**src/hdl/rspd_pkg.sv**
```systemverilog
// shared types, constants and helper functions for the remote switch pulse decoder
// no dependencies; imported by every module of the block
package rspd_pkg;

    localparam int PULSE_W    = 16;
    localparam int CFG_W      = 16;
    localparam int CFG_IDX_W  = 3;
    localparam int GAP_W      = 5;
    localparam int MIL_W      = 4;
    localparam int STATUS_W   = 2;
    localparam int SENDER_W   = 11;
    localparam int TOP_W      = SENDER_W + 1;

    localparam int MSG_BITS   = 32;
    localparam int HELD_BITS  = (MSG_BITS < 32) ? MSG_BITS : 32;
    localparam int BITS_W     = $clog2(MSG_BITS + 1);

    localparam int QUEUE_DEPTH = 4;
    localparam int QPTR_W      = $clog2(QUEUE_DEPTH);
    localparam int QCNT_W      = $clog2(QUEUE_DEPTH + 1);

    localparam int S_TDATA_W  = 16;
    localparam int M_TDATA_W  = 16;

    // register indexes
    localparam logic [CFG_IDX_W-1:0] REG_LATCH1    = 3'd0;
    localparam logic [CFG_IDX_W-1:0] REG_LATCH2    = 3'd1;
    localparam logic [CFG_IDX_W-1:0] REG_BIT0      = 3'd2;
    localparam logic [CFG_IDX_W-1:0] REG_BIT1      = 3'd3;
    localparam logic [CFG_IDX_W-1:0] REG_TOLERANCE = 3'd4;
    localparam logic [CFG_IDX_W-1:0] REG_MAX_GAP   = 3'd5;

    // register reset values
    localparam logic [CFG_W-1:0] RST_LATCH1    = 16'd10000;
    localparam logic [CFG_W-1:0] RST_LATCH2    = 16'd2700;
    localparam logic [CFG_W-1:0] RST_BIT0      = 16'd300;
    localparam logic [CFG_W-1:0] RST_BIT1      = 16'd1300;
    localparam logic [CFG_W-1:0] RST_TOLERANCE = 16'd200;
    localparam logic [MIL_W-1:0] RST_MAX_GAP   = 4'd4;

    // result status codes
    localparam logic [STATUS_W-1:0] ST_OK        = 2'd0;
    localparam logic [STATUS_W-1:0] ST_BAD_PAIR  = 2'd1;
    localparam logic [STATUS_W-1:0] ST_NO_LATCH2 = 2'd2;

    // symbol codes, pending half is symbol + 1, zero means nothing pending
    localparam logic [1:0] SYM_ZERO = 2'd0;
    localparam logic [1:0] SYM_ONE  = 2'd1;
    localparam logic [1:0] SYM_BAD  = 2'd2;
    localparam logic [1:0] HALF_NONE = 2'd0;

    typedef enum logic [2:0] {
        PH_HUNT1 = 3'b001,
        PH_HUNT2 = 3'b010,
        PH_DATA  = 3'b100
    } phase_t;

    // classification of one pulse against every nominal length
    typedef struct packed {
        logic near_l1;
        logic near_l2;
        logic near_b0;
        logic near_b1;
    } pulse_class_t;

    typedef struct packed {
        logic              full;
        logic              empty;
        logic [QCNT_W-1:0] count;
    } queue_status_t;

    function automatic logic near_len(
        input logic [PULSE_W-1:0] p,
        input logic [CFG_W-1:0]   nominal,
        input logic [CFG_W-1:0]   tol
    );
        logic [PULSE_W-1:0] d;
        begin
            d = (p >= nominal) ? (p - nominal) : (nominal - p);
            return d <= tol;
        end
    endfunction

endpackage

```
**src/hdl/rspd_front.sv**
```systemverilog
// front end: configuration registers and pulse classification
// depends on rspd_pkg
module rspd_front (
    input  logic                              clk,
    input  logic                              rst_n,
    input  logic                              cfg_we,
    input  logic [rspd_pkg::CFG_IDX_W-1:0]    cfg_index,
    input  logic [rspd_pkg::CFG_W-1:0]        cfg_wdata,
    input  logic [rspd_pkg::PULSE_W-1:0]      pulse_len,
    output rspd_pkg::pulse_class_t            pulse_class,
    output logic [rspd_pkg::MIL_W-1:0]        max_gap
);
    import rspd_pkg::*;

    logic [CFG_W-1:0] latch1_reg;
    logic [CFG_W-1:0] latch2_reg;
    logic [CFG_W-1:0] bit0_reg;
    logic [CFG_W-1:0] bit1_reg;
    logic [CFG_W-1:0] tol_reg;
    logic [MIL_W-1:0] max_gap_reg;

    always_ff @(posedge clk or negedge rst_n)
    begin
        if (!rst_n)
        begin
            latch1_reg  <= RST_LATCH1;
            latch2_reg  <= RST_LATCH2;
            bit0_reg    <= RST_BIT0;
            bit1_reg    <= RST_BIT1;
            tol_reg     <= RST_TOLERANCE;
            max_gap_reg <= RST_MAX_GAP;
        end
        else if (cfg_we)
        begin
            case (cfg_index)
                REG_LATCH1:    latch1_reg  <= cfg_wdata;
                REG_LATCH2:    latch2_reg  <= cfg_wdata;
                REG_BIT0:      bit0_reg    <= cfg_wdata;
                REG_BIT1:      bit1_reg    <= cfg_wdata;
                REG_TOLERANCE: tol_reg     <= cfg_wdata;
                REG_MAX_GAP:   max_gap_reg <= cfg_wdata[MIL_W-1:0];
                default:       ;
            endcase
        end
    end

    // four independent window compares
    always_comb
    begin
        pulse_class.near_l1 = near_len(pulse_len, latch1_reg, tol_reg);
        pulse_class.near_l2 = near_len(pulse_len, latch2_reg, tol_reg);
        pulse_class.near_b0 = near_len(pulse_len, bit0_reg, tol_reg);
        pulse_class.near_b1 = near_len(pulse_len, bit1_reg, tol_reg);
    end

    assign max_gap = max_gap_reg;

endmodule

```
**src/hdl/rspd_queue.sv**
```systemverilog
// short queue of classified pulses between front and back
// depends on rspd_pkg
module rspd_queue (
    input  logic                      clk,
    input  logic                      rst_n,
    input  logic                      push,
    input  rspd_pkg::pulse_class_t    push_data,
    input  logic                      pop,
    output rspd_pkg::pulse_class_t    pop_data,
    output rspd_pkg::queue_status_t   status
);
    import rspd_pkg::*;

    pulse_class_t      entry_reg [QUEUE_DEPTH];
    logic [QPTR_W-1:0] wr_ptr_reg;
    logic [QPTR_W-1:0] rd_ptr_reg;
    logic [QCNT_W-1:0] count_reg;
    logic [QCNT_W-1:0] count_next;
    logic              do_push;
    logic              do_pop;

    assign status.full  = (count_reg == QCNT_W'(QUEUE_DEPTH));
    assign status.empty = (count_reg == '0);
    assign status.count = count_reg;

    assign do_push = push && !status.full;
    assign do_pop  = pop && !status.empty;

    always_comb
    begin
        count_next = count_reg;
        if (do_push && !do_pop)
            count_next = count_reg + QCNT_W'(1);
        else if (do_pop && !do_push)
            count_next = count_reg - QCNT_W'(1);
    end

    always_ff @(posedge clk or negedge rst_n)
    begin
        if (!rst_n)
        begin
            wr_ptr_reg <= '0;
            rd_ptr_reg <= '0;
            count_reg  <= '0;
        end
        else
        begin
            if (do_push)
                wr_ptr_reg <= wr_ptr_reg + QPTR_W'(1);
            if (do_pop)
                rd_ptr_reg <= rd_ptr_reg + QPTR_W'(1);
            count_reg <= count_next;
        end
    end

    always_ff @(posedge clk)
    begin
        if (do_push)
            entry_reg[wr_ptr_reg] <= push_data;
    end

    assign pop_data = entry_reg[rd_ptr_reg];

endmodule

```
**src/hdl/rspd_back.sv**
```systemverilog
// back end: latch hunting, bit pair decoding and the result register
// depends on rspd_pkg
module rspd_back (
    input  logic                              clk,
    input  logic                              rst_n,
    input  logic                              avail,
    input  rspd_pkg::pulse_class_t            pulse_class,
    input  logic [rspd_pkg::MIL_W-1:0]        max_gap,
    output logic                              take,
    output logic                              res_valid,
    input  logic                              res_ready,
    output logic [rspd_pkg::STATUS_W-1:0]     res_status,
    output logic [rspd_pkg::SENDER_W-1:0]     res_sender,
    output logic                              res_switch_on
);
    import rspd_pkg::*;

    phase_t               phase_reg,  phase_next;
    logic [GAP_W-1:0]     gap_reg,    gap_next;
    logic [BITS_W-1:0]    bits_reg,   bits_next;
    logic [1:0]           half_reg,   half_next;
    logic [HELD_BITS-1:0] shift_reg,  shift_next;

    logic                 valid_reg,  valid_next;
    logic [STATUS_W-1:0]  status_reg, status_next;
    logic [SENDER_W-1:0]  sender_reg, sender_next;
    logic                 sw_reg,     sw_next;

    logic [GAP_W-1:0]     gap_inc;
    logic [1:0]           sym;
    logic [1:0]           first_sym;
    logic [TOP_W-1:0]     top;

    assign take = avail && (!valid_reg || res_ready);

    always_comb
    begin
        if (pulse_class.near_b0)
            sym = SYM_ZERO;
        else if (pulse_class.near_b1)
            sym = SYM_ONE;
        else
            sym = SYM_BAD;
    end

    always_comb
    begin
        phase_next  = phase_reg;
        gap_next    = gap_reg;
        bits_next   = bits_reg;
        half_next   = half_reg;
        shift_next  = shift_reg;
        valid_next  = valid_reg && !res_ready;
        status_next = status_reg;
        sender_next = sender_reg;
        sw_next     = sw_reg;
        gap_inc     = gap_reg + GAP_W'(1);
        first_sym   = half_reg - 2'd1;
        top         = '0;

        if (take)
        begin
            case (phase_reg)
                PH_HUNT1:
                begin
                    if (pulse_class.near_l1)
                    begin
                        gap_next   = '0;
                        bits_next  = '0;
                        half_next  = HALF_NONE;
                        shift_next = '0;
                        phase_next = pulse_class.near_l2 ? PH_DATA : PH_HUNT2;
                    end
                end
                PH_HUNT2:
                begin
                    gap_next = gap_inc;
                    if (pulse_class.near_l2)
                    begin
                        phase_next = PH_DATA;
                        gap_next   = '0;
                        bits_next  = '0;
                        half_next  = HALF_NONE;
                        shift_next = '0;
                    end
                    else if (gap_inc >= (GAP_W'(max_gap) + GAP_W'(1)))
                    begin
                        phase_next  = PH_HUNT1;
                        gap_next    = '0;
                        valid_next  = 1'b1;
                        status_next = ST_NO_LATCH2;
                        sender_next = '0;
                        sw_next     = 1'b0;
                    end
                end
                PH_DATA:
                begin
                    if (half_reg == HALF_NONE)
                    begin
                        half_next = sym + 2'd1;
                    end
                    else
                    begin
                        half_next = HALF_NONE;
                        if (first_sym == SYM_BAD || sym == SYM_BAD || first_sym == sym)
                        begin
                            // bad or equal pair
                            phase_next  = PH_HUNT1;
                            bits_next   = '0;
                            shift_next  = '0;
                            valid_next  = 1'b1;
                            status_next = ST_BAD_PAIR;
                            sender_next = '0;
                            sw_next     = 1'b0;
                        end
                        else
                        begin
                            if (bits_reg < BITS_W'(HELD_BITS))
                                shift_next = {shift_reg[HELD_BITS-2:0], first_sym[0]};
                            bits_next = bits_reg + BITS_W'(1);
                            if (bits_next >= BITS_W'(MSG_BITS))
                            begin
                                top         = shift_next[HELD_BITS-1 -: TOP_W];
                                phase_next  = PH_HUNT1;
                                bits_next   = '0;
                                shift_next  = '0;
                                valid_next  = 1'b1;
                                status_next = ST_OK;
                                sender_next = top[TOP_W-1:1];
                                sw_next     = top[0];
                            end
                        end
                    end
                end
                default:
                begin
                    // unknown phase code: recover by hunting
                    phase_next = PH_HUNT1;
                    gap_next   = '0;
                    bits_next  = '0;
                    half_next  = HALF_NONE;
                    shift_next = '0;
                end
            endcase
        end
    end

    always_ff @(posedge clk or negedge rst_n)
    begin
        if (!rst_n)
        begin
            phase_reg <= PH_HUNT1;
            gap_reg   <= '0;
            bits_reg  <= '0;
            half_reg  <= HALF_NONE;
            shift_reg <= '0;
            valid_reg <= 1'b0;
        end
        else
        begin
            phase_reg <= phase_next;
            gap_reg   <= gap_next;
            bits_reg  <= bits_next;
            half_reg  <= half_next;
            shift_reg <= shift_next;
            valid_reg <= valid_next;
        end
    end

    always_ff @(posedge clk)
    begin
        status_reg <= status_next;
        sender_reg <= sender_next;
        sw_reg     <= sw_next;
    end

    assign res_valid     = valid_reg;
    assign res_status    = status_reg;
    assign res_sender    = sender_reg;
    assign res_switch_on = sw_reg;

endmodule

```
**src/hdl/remote_switch_pulse_decoder.sv**
```systemverilog
// remote switch pulse decoder, top level: front classifier, pulse queue, back decoder
// depends on rspd_pkg, rspd_front, rspd_queue, rspd_back
// a pulse beat is written into a queue entry, then the back end takes it and
// registers its result, which raises m_tvalid
// throughput: one pulse per cycle while no result is held waiting for m_tready
// the four-entry queue accepts up to four beats while a result waits
// reset: asynchronous active-low rst_n, registers back to defaults, decoder hunts latch one
module remote_switch_pulse_decoder (
    input  logic                               clk,
    input  logic                               rst_n,
    // input stream
    input  logic                               s_tvalid,
    output logic                               s_tready,
    input  logic [rspd_pkg::S_TDATA_W-1:0]     s_tdata,   // [15:0] pulse_len
    // result stream
    output logic                               m_tvalid,
    input  logic                               m_tready,
    output logic [rspd_pkg::M_TDATA_W-1:0]     m_tdata,   // [1:0] status, [12:2] sender,
                                                          // [13] switch_on, [15:14] zero
    // configuration write port
    input  logic                               cfg_we,
    input  logic [rspd_pkg::CFG_IDX_W-1:0]     cfg_index,
    input  logic [rspd_pkg::CFG_W-1:0]         cfg_wdata
);
    import rspd_pkg::*;

    pulse_class_t   front_class;
    pulse_class_t   queue_class;
    queue_status_t  q_status;
    logic [MIL_W-1:0] max_gap;
    logic           back_take;
    logic [STATUS_W-1:0] res_status;
    logic [SENDER_W-1:0] res_sender;
    logic           res_switch_on;

    // front: config registers and window compares on the incoming beat
    rspd_front u_front (
        .clk         (clk),
        .rst_n       (rst_n),
        .cfg_we      (cfg_we),
        .cfg_index   (cfg_index),
        .cfg_wdata   (cfg_wdata),
        .pulse_len   (s_tdata[PULSE_W-1:0]),
        .pulse_class (front_class),
        .max_gap     (max_gap)
    );

    // classified pulses wait here until the back end can take them
    rspd_queue u_queue (
        .clk       (clk),
        .rst_n     (rst_n),
        .push      (s_tvalid),
        .push_data (front_class),
        .pop       (back_take),
        .pop_data  (queue_class),
        .status    (q_status)
    );

    assign s_tready = !q_status.full;

    // back: phase tracking, bit pair checks and the result register
    rspd_back u_back (
        .clk           (clk),
        .rst_n         (rst_n),
        .avail         (!q_status.empty),
        .pulse_class   (queue_class),
        .max_gap       (max_gap),
        .take          (back_take),
        .res_valid     (m_tvalid),
        .res_ready     (m_tready),
        .res_status    (res_status),
        .res_sender    (res_sender),
        .res_switch_on (res_switch_on)
    );

    // pack result beat: status lowest, then sender, then switch_on, zero on top
    assign m_tdata = {{(M_TDATA_W - STATUS_W - SENDER_W - 1){1'b0}},
                      res_switch_on, res_sender, res_status};

    // error results carry no sender or command
    a_err_payload_zero: assert property (@(posedge clk) disable iff (!rst_n)
        (m_tvalid && res_status != ST_OK) |-> (res_sender == '0 && !res_switch_on))
        else $error("error result with nonzero payload");

    // only defined status codes leave the block
    a_status_code: assert property (@(posedge clk) disable iff (!rst_n)
        m_tvalid |-> (res_status == ST_OK || res_status == ST_BAD_PAIR
                      || res_status == ST_NO_LATCH2))
        else $error("undefined status code");

    // an accepted push with no pop raises the queue occupancy by one
    a_queue_count: assert property (@(posedge clk) disable iff (!rst_n)
        (s_tvalid && s_tready && !back_take) |=> (q_status.count == $past(q_status.count) + 1'b1))
        else $error("queue count lost a push");

    // the back end never pulls from an empty queue
    a_no_empty_pop: assert property (@(posedge clk) disable iff (!rst_n)
        back_take |-> !q_status.empty)
        else $error("pop from empty queue");

endmodule
```
**config.mk**
```make
export PLATFORM = sky130hd
export DESIGN_NAME = remote_switch_pulse_decoder
export DESIGN_NICKNAME = d
export VERILOG_FILES = /design/src/hdl/rspd_pkg.sv /design/src/hdl/rspd_front.sv /design/src/hdl/rspd_queue.sv /design/src/hdl/rspd_back.sv /design/src/hdl/remote_switch_pulse_decoder.sv
export SDC_FILE = /design/constraint.sdc
export NUM_CORES = 1
export LEC_CHECK = 0
export BUFFER_PORTS_ARGS = -buffer_cell sky130_fd_sc_hd__buf_4
export CAP_MARGIN = 10
export CORE_MARGIN = 5
export CORE_UTILIZATION = 32
export CTS_BUF_LIST = sky130_fd_sc_hd__clkbuf_4 sky130_fd_sc_hd__clkbuf_8 sky130_fd_sc_hd__clkbuf_16
export DETAILED_ROUTE_END_ITERATION = 8
export PLACE_DENSITY = 0.54
export SETUP_SLACK_MARGIN = 0.1
export SLEW_MARGIN = 10
export SYNTH_ARGS = -nofsm -noshare
export SYNTH_HDL_FRONTEND = slang
export SYNTH_HIERARCHICAL = 1
export SYNTH_SLANG_ARGS = --single-unit
```
**constraint.sdc**
```tcl
create_clock -name clk -period 5 [get_ports clk]
set_input_delay 0.5 -clock clk [delete_from_list [all_inputs] [get_ports clk]]
set_output_delay 0.5 -clock clk [all_outputs]
set_load 0.005 [all_outputs]
```
==> flow_summary.toml, run 1 <==
[status]
status = "finished, final reports clean"

[synth]
syn_area_mm2 = 0.0145
synth-edff-count = 30
async_reset_ff_share_pct = 82.4
synth_seq_cells = 170
avgSynthCellArea_um2 = 9.19
synth_flop_cell = "dfrtp_1"
synthCells = 1575
yosysWarnings = 6
ys_seq_area_share_pct = 30.6
synth.distinct_cells = 85

[floorplan]
die_area_mm2 = 0.0496
num_io_pins = 58
start_util_pct = 32.1
die_h_um = 223
core_area_mm2 = 0.0451
die_width_um = 223
rows = 78

[grt]
groute.usage.overall_pct = 16.3
grt-ovfl-total = 0
grt_max_degree = 92
grt_pass1_wl_um = 64400
antenna_found_initial = 0
grt_pass1_vias = 11500

[timing]
period_share_pct = 90.5
hold_viol_final = 0
maxSlewViolCount = 0
rsz0062_at_grt = "no"
period_needed_ns = 4.52
skew_ns = 0.0107
setup_viol = 0
setup-tns-final_ns = 0
fmax_mhz = 221
worst_slew_pin_slew_ns = 1.01
maxSlewHeadroom_pct = 32.5

[critical_path]
max_stage_delay_ns = 0.43
path_class = "reg -> reg"
crit_path_start_kind = "flip-flop"
critPathSlowestCell = "fa_1"
crit_path_cell_trace = "inv_1 -> ha_1 -> inv_1 -> fa_1 -> a211o_1 -> a2111oi_4 -> o21bai_1 -> a221o_1 -> a21oi_1 -> a22oi_1 -> xor2_1 -> ha_1 -> a21o_1 -> a21o_1 -> a21oi_1 -> o21ai_0 -> o22ai_1"
cp.buffers_inverters = 2
crit_fanout = 4
cp_top_family = "compound AO/OA/AOI/OAI gates"
cp.arrival_ns = 4.76
crit_required_ns = 5.24
worstSetupEndpointType = "flip-flop"

[drt]
drc = 0
drtAntennaViolNets = 0
vias = 11600
avgRoutedWirePerCell_um = 18.3
wl_um = 40700
dr.first_iter.drc_count = 840
dr.pass1.iters = 5
viasPerCell = 5.20

[power_and_ir_drop]
swShare_pct = 43.5
power_density_mw_per_mm2 = 456
p_comb_share_pct = 54.3
clkPwrFrac_pct = 19.4
seqPwrFrac_pct = 26.3
p_switching_uw = 3210
p_int_uw = 4160
vdd_drop_max_mv = 0.212
p_leak_uw = 0.00738

[final_layout]
diodes = 0
layout_common_cells = "ha_1, inv_1, o21ai_0, nand2_1, dfrtp_1"
mostFrequentLayoutCell = "ha_1"
largest_reg_flops = 32
fin_nets = 1861
nFillCells = 4656
instances_no_fill = 2222
layout-drive-gt1-share_pct = 13.1
area_growth_pct = 11.8

[place]
numPortBuffers = 55
hpwl_um = 32200
gp_congestion = 0.882
dpl.cell_count = 2190

[cts]
root_buffer = "clkbuf_16"
clock_latency_ns = 0.46
cts_tree = "yes"
clk_pin_slew_worst_paths_ns = 0.08
post_cts_buffers = 0
ctsResizeCount = 0
cts_buffer_depth = 2
cts-buffers-inserted = 17
cts_htree_levels = 4
clock-sinks = 170
ctsHoldBuffers = 0

[job]
cap_violations = 0

[hold_path]
hp-class = "in -> async"
==> metal layers <==
layer	global-route usage (%)	up-vias	routed length, um
li1	-	5704	-
met4	6.05	0	1430
met5	0	-	0
met3	2.27	67	1520
met1	21.0	5521	18100
met2	27.8	267	19600
==> worst paths after layout <==
| path | slack (ns) | start | endpoint | cells after the start |
|---|---|---|---|---|
| max | 0.48 | u_front/latch1_reg[0] | u_queue/entry_reg[0][3] | 17 |
| min | 0.13 | rst_n | u_back/phase_reg[2] | 1 |
| max reg2reg | 0.48 | u_front/latch1_reg[0] | u_queue/entry_reg[0][3] | 17 |
| min reg2reg | 0.49 | u_back/shift_reg[5] | u_back/shift_reg[6] | 1 |
| max in group asynchronous | 3.66 | rst_n | u_back/shift_reg[5] | 2 |
| min in group clk | 0.30 | cfg_wdata[7] | u_front/tol_reg[7] | 3 |
==> worst register-to-register path: stages (launching register included) <==
cell and delay [ns]:
dfrtp_1 0.41, inv_1 0.13, ha_1 0.30, inv_1 0.09, fa_1 0.43, a211o_1 0.37
a2111oi_4 0.38, o21bai_1 0.14, a221o_1 0.35, a21oi_1 0.16, a22oi_1 0.11, xor2_1 0.15
ha_1 0.19, a21o_1 0.16, a21o_1 0.18, a21oi_1 0.21, o21ai_0 0.20, o22ai_1 0.37
==> stage by stage <==
stage | total power, uW | cell area, um2 | hold slack [ns] | util, % | setup slack, ns
floorplan | 4930 | 14500 | 0.204 | - | 1.21
detailed placement | 5940 | 15500 | 0.480 | 34.4 | 0.309
global route | 8010 | 16200 | 0.194 | 35.9 | 0.121
CTS | 7410 | 16200 | 0.168 | 35.9 | 0.507
global placement | 5850 | 15500 | 0.477 | 34.4 | 0.312
finish | 7370 | 16200 | 0.130 | 35.9 | 0.477
==> cell families (layout without fill, tap and decap cells) <==
group                    Yosys count  after routing  share of synthesized area, %
AO/OA/AOI/OAI                    486            486                          21.8
AND/OR/NAND/NOR                  358            358                          12.8
adder cells (fa/ha/maj)          212            212                          18.8
buffers and inverters            212            258                          6.50
flip-flops                       170            170                          30.6
XOR/XNOR                          68             68                          4.12
multiplexers                      68             68                          5.32
other                              1              2                        0.0259
==> layout make-up <==
| class | count | area [um2] | share of cell area, % |
|---|---|---|---|
| Multi-Input combinational cell | 1194 | 9160 | 56.7 |
| Sequential cell | 170 | 4430 | 27.4 |
| Tap cell | 600 | 751 | 4.64 |
| Timing Repair Buffer | 89 | 672 | 4.16 |
| Inverter | 137 | 514 | 3.18 |
| Clock buffer | 17 | 425 | 2.63 |
| Clock inverter | 15 | 213 | 1.32 |
==> Yosys cell counts (8+ instances only) <==
cell type	count	area share [%]
ha_1	203	18
inv_1	137	3.6
o21ai_0	130	4.5
nand2_1	129	3.3
dfrtp_1	117	20
a21oi_1	110	3.8
a21o_1	60	3.1
nor2_1	59	1.5
xnor2_1	39	2.4
mux2i_1	36	2.5
a22o_1	32	1.9
buf_2	30	1.0
edfxtp_1	30	6.2
xor2_1	29	1.8
mux2_2	27	2.1
o21a_1	26	1.3
clkbuf_1	25	0.65
nand4_1	25	1.1
dfstp_2	23	4.2
nor2b_1	20	0.86
nand2b_1	19	0.82
nand3_1	19	0.66
a31oi_1	16	0.69
nor3_1	15	0.52
and4_1	13	0.79
a211oi_1	12	0.62
o21bai_1	11	0.57
o31ai_1	11	0.57
buf_6	10	0.78
fa_1	9	1.2
o211ai_1	9	0.47
buf_4	8	0.42
o22ai_1	8	0.35
==> power groups by stage <==
stage	clock [uW]	sequential (uW)	combinational, uW
3_3_place_gp	0	1960	3890
4_1_cts	1470	1940	4000
2_1_floorplan	0	1870	3050
6_report	1430	1940	4010
3_5_place_dp	0	1960	3970
5_1_grt	1540	1970	4490
Note: power is estimated with default switching activity, not from simulation.
==> run 2, diff against run 1 <==
- CORE_UTILIZATION: 32 -> 58
- PLACE_DENSITY: 0.54 -> 0.86
- clock period: 5 -> 3.75 ns (I/O delays scaled with it)
==> flow_summary.toml, run 2 (synthesis results as in run 1) <==
[drt]
vias = 14000
drc = 0
avgRoutedWirePerCell_um = 21.9
wl_um = 47900
drtAntennaViolNets = 0
viasPerCell = 6.39
dr.pass1.iters = 6
dr.first_iter.drc_count = 1685

[status]
status = "finished with violations"
violations = "negative setup slack"

[cts]
cts_tree = "yes"
clk_pin_slew_worst_paths_ns = 0.08
root_buffer = "clkbuf_16"
clock-sinks = 170
ctsHoldBuffers = 0
cts_htree_levels = 4
cts-buffers-inserted = 17
cts_buffer_depth = 2
clock_latency_ns = 0.44

[floorplan]
rows = 57
die_width_um = 168
num_io_pins = 58
die_area_mm2 = 0.0282
core_area_mm2 = 0.0245
start_util_pct = 59.1
die_h_um = 168

[timing]
rsz0062_at_grt = "yes"
maxSlewViolCount = 0
period_needed_ns = 4.14
maxSlewHeadroom_pct = 24.0
fin_ws_ns = -0.393
period_share_pct = 110
hold_slack_ns = 0.115
hold_viol_final = 0
setup_viol = 12
fmax_mhz = 241
setup-tns-final_ns = -2.97
worst_slew_pin_slew_ns = 1.14
skew_ns = 0.0152

[critical_path]
rr_startpoint = "u_front/latch1_reg[0]"
cp.arrival_ns = 4.46
crit_required_ns = 4.06
r2r-end = "u_queue/entry_reg[3][3]"
path_class = "reg -> reg"
reg2reg_depth = 21
crit_path_start_kind = "flip-flop"
worstSetupEndpointType = "flip-flop"
r2r_setup_slack_ns = -0.39
crit_fanout = 7
critPathLaunch = "u_front/latch1_reg[0]"

[final_layout]
mostFrequentLayoutCell = "buf_4"
nFillCells = 1598
multi_input_area_mm2 = 0.00967
area_growth_pct = 25.8
largest_reg_flops = 32
layout-drive-gt1-share_pct = 28.8
layout_common_cells = "buf_4, ha_1, inv_1, nand2_1, o21ai_0"
diodes = 0
fin_nets = 2101
seqCellArea_mm2 = 0.00443

[hold_path]
hp-class = "in -> async"

[grt]
groute.usage.overall_pct = 31.5
grt-ovfl-total = 0
grt_pass1_vias = 13700
grt_max_degree = 117
grt_pass1_wl_um = 71900
antenna_found_initial = 0

[job]
cap_violations = 0

[place]
dp_slack_ns = -0.649
numPortBuffers = 55
gp_congestion = 0.989
hpwl_um = 32500

[power_and_ir_drop]
power_density_mw_per_mm2 = 640
p_leak_uw = 0.00862
vdd_drop_max_mv = 0.456
-- run 2: cell count changes in the layout (fill, tap and decap cells not counted), moves of 8 or more --
| cell | previous run | this run |
|---|---|---|
| ha_1 | 203 | 191 |
| o21ai_0 | 130 | 119 |
| a21oi_1 | 110 | 90 |
| buf_4 | 88 | 313 |
| ha_4 | 0 | 8 |
| buf_6 | 1 | 10 |
| a21oi_2 | 2 | 21 |
-- run 2: area by class of cell --
class	count	area share [%]
Tap cell	324	2.23
Clock buffer	17	2.34
Timing Repair Buffer	328	14.0
Sequential cell	170	24.4
Multi-Input combinational cell	1195	53.1
Clock inverter	15	1.11
Inverter	137	2.83
-- run 2: how the worst max path moves through the flow --
stage / endpoint / slack (ns)
after detailed placement: u_queue/entry_reg[3][3] / -0.65
after global routing: u_queue/entry_reg[3][3] / -0.49
final: u_queue/entry_reg[3][3] / -0.39
after CTS: u_queue/entry_reg[3][3] / -0.27
after global placement: u_queue/entry_reg[0][3] / -0.52
after floorplan: u_queue/entry_reg[0][3] / 0.12
-- run 2: layer usage --
layer,wire length [um],GRT usage [%],vias to the layer above
met5,0,0,-
met4,3110,16.2,0
met3,3840,5.18,231
met2,22600,52.7,905
met1,18400,39.4,6619
li1,-,-,6210
-- run 2: through the flow --
stage | power, uW | cells | area (um2) | util [%]
after floorplan | 6570 | 1576 | 14500 | -
after global placement | 8240 | 2104 | 16700 | 68.1
after detailed placement | 8500 | 2104 | 16700 | 68.1
after CTS | 10800 | 2152 | 17700 | 72.2
after global routing | 12300 | 2186 | 18200 | 74.4
final | 11700 | 2186 | 18200 | 74.4
-- run 2: timing repair --
item | 4_1_cts | 5_1_grt
endpoints found under the setup margin | 16 | 16
gates resized for setup | 70 | 63
pin swaps | 39 | 56
buffers inserted | 15 | 33
cloned | 1 | 1
-- run 2: worst max-delay path, stage by stage, from the launching register on --
cell and delay, ns:
dfrtp_1 0.37, buf_4 0.12, buf_4 0.09, ha_1 0.16, inv_1 0.06, fa_2 0.35, a21o_1 0.21, a211oi_4 0.34
o22ai_2 0.16, o22ai_2 0.17, buf_12 0.16, buf_4 0.17, nand3b_1 0.12, o31ai_1 0.11, xnor2_1 0.17, ha_1 0.27
a21o_1 0.20, a21o_1 0.19, a21oi_2 0.17, a21oi_2 0.08, o22ai_2 0.18, buf_6 0.15
-- run 2: power breakdown --
part	total [uW]	switching, uW	internal (uW)	leakage (uW)
sequential	2630	308	2320	0.00204
clock	1900	971	926	0.000303
combinational	7130	3890	3240	0.00627
total	11700	5170	6490	0.00862
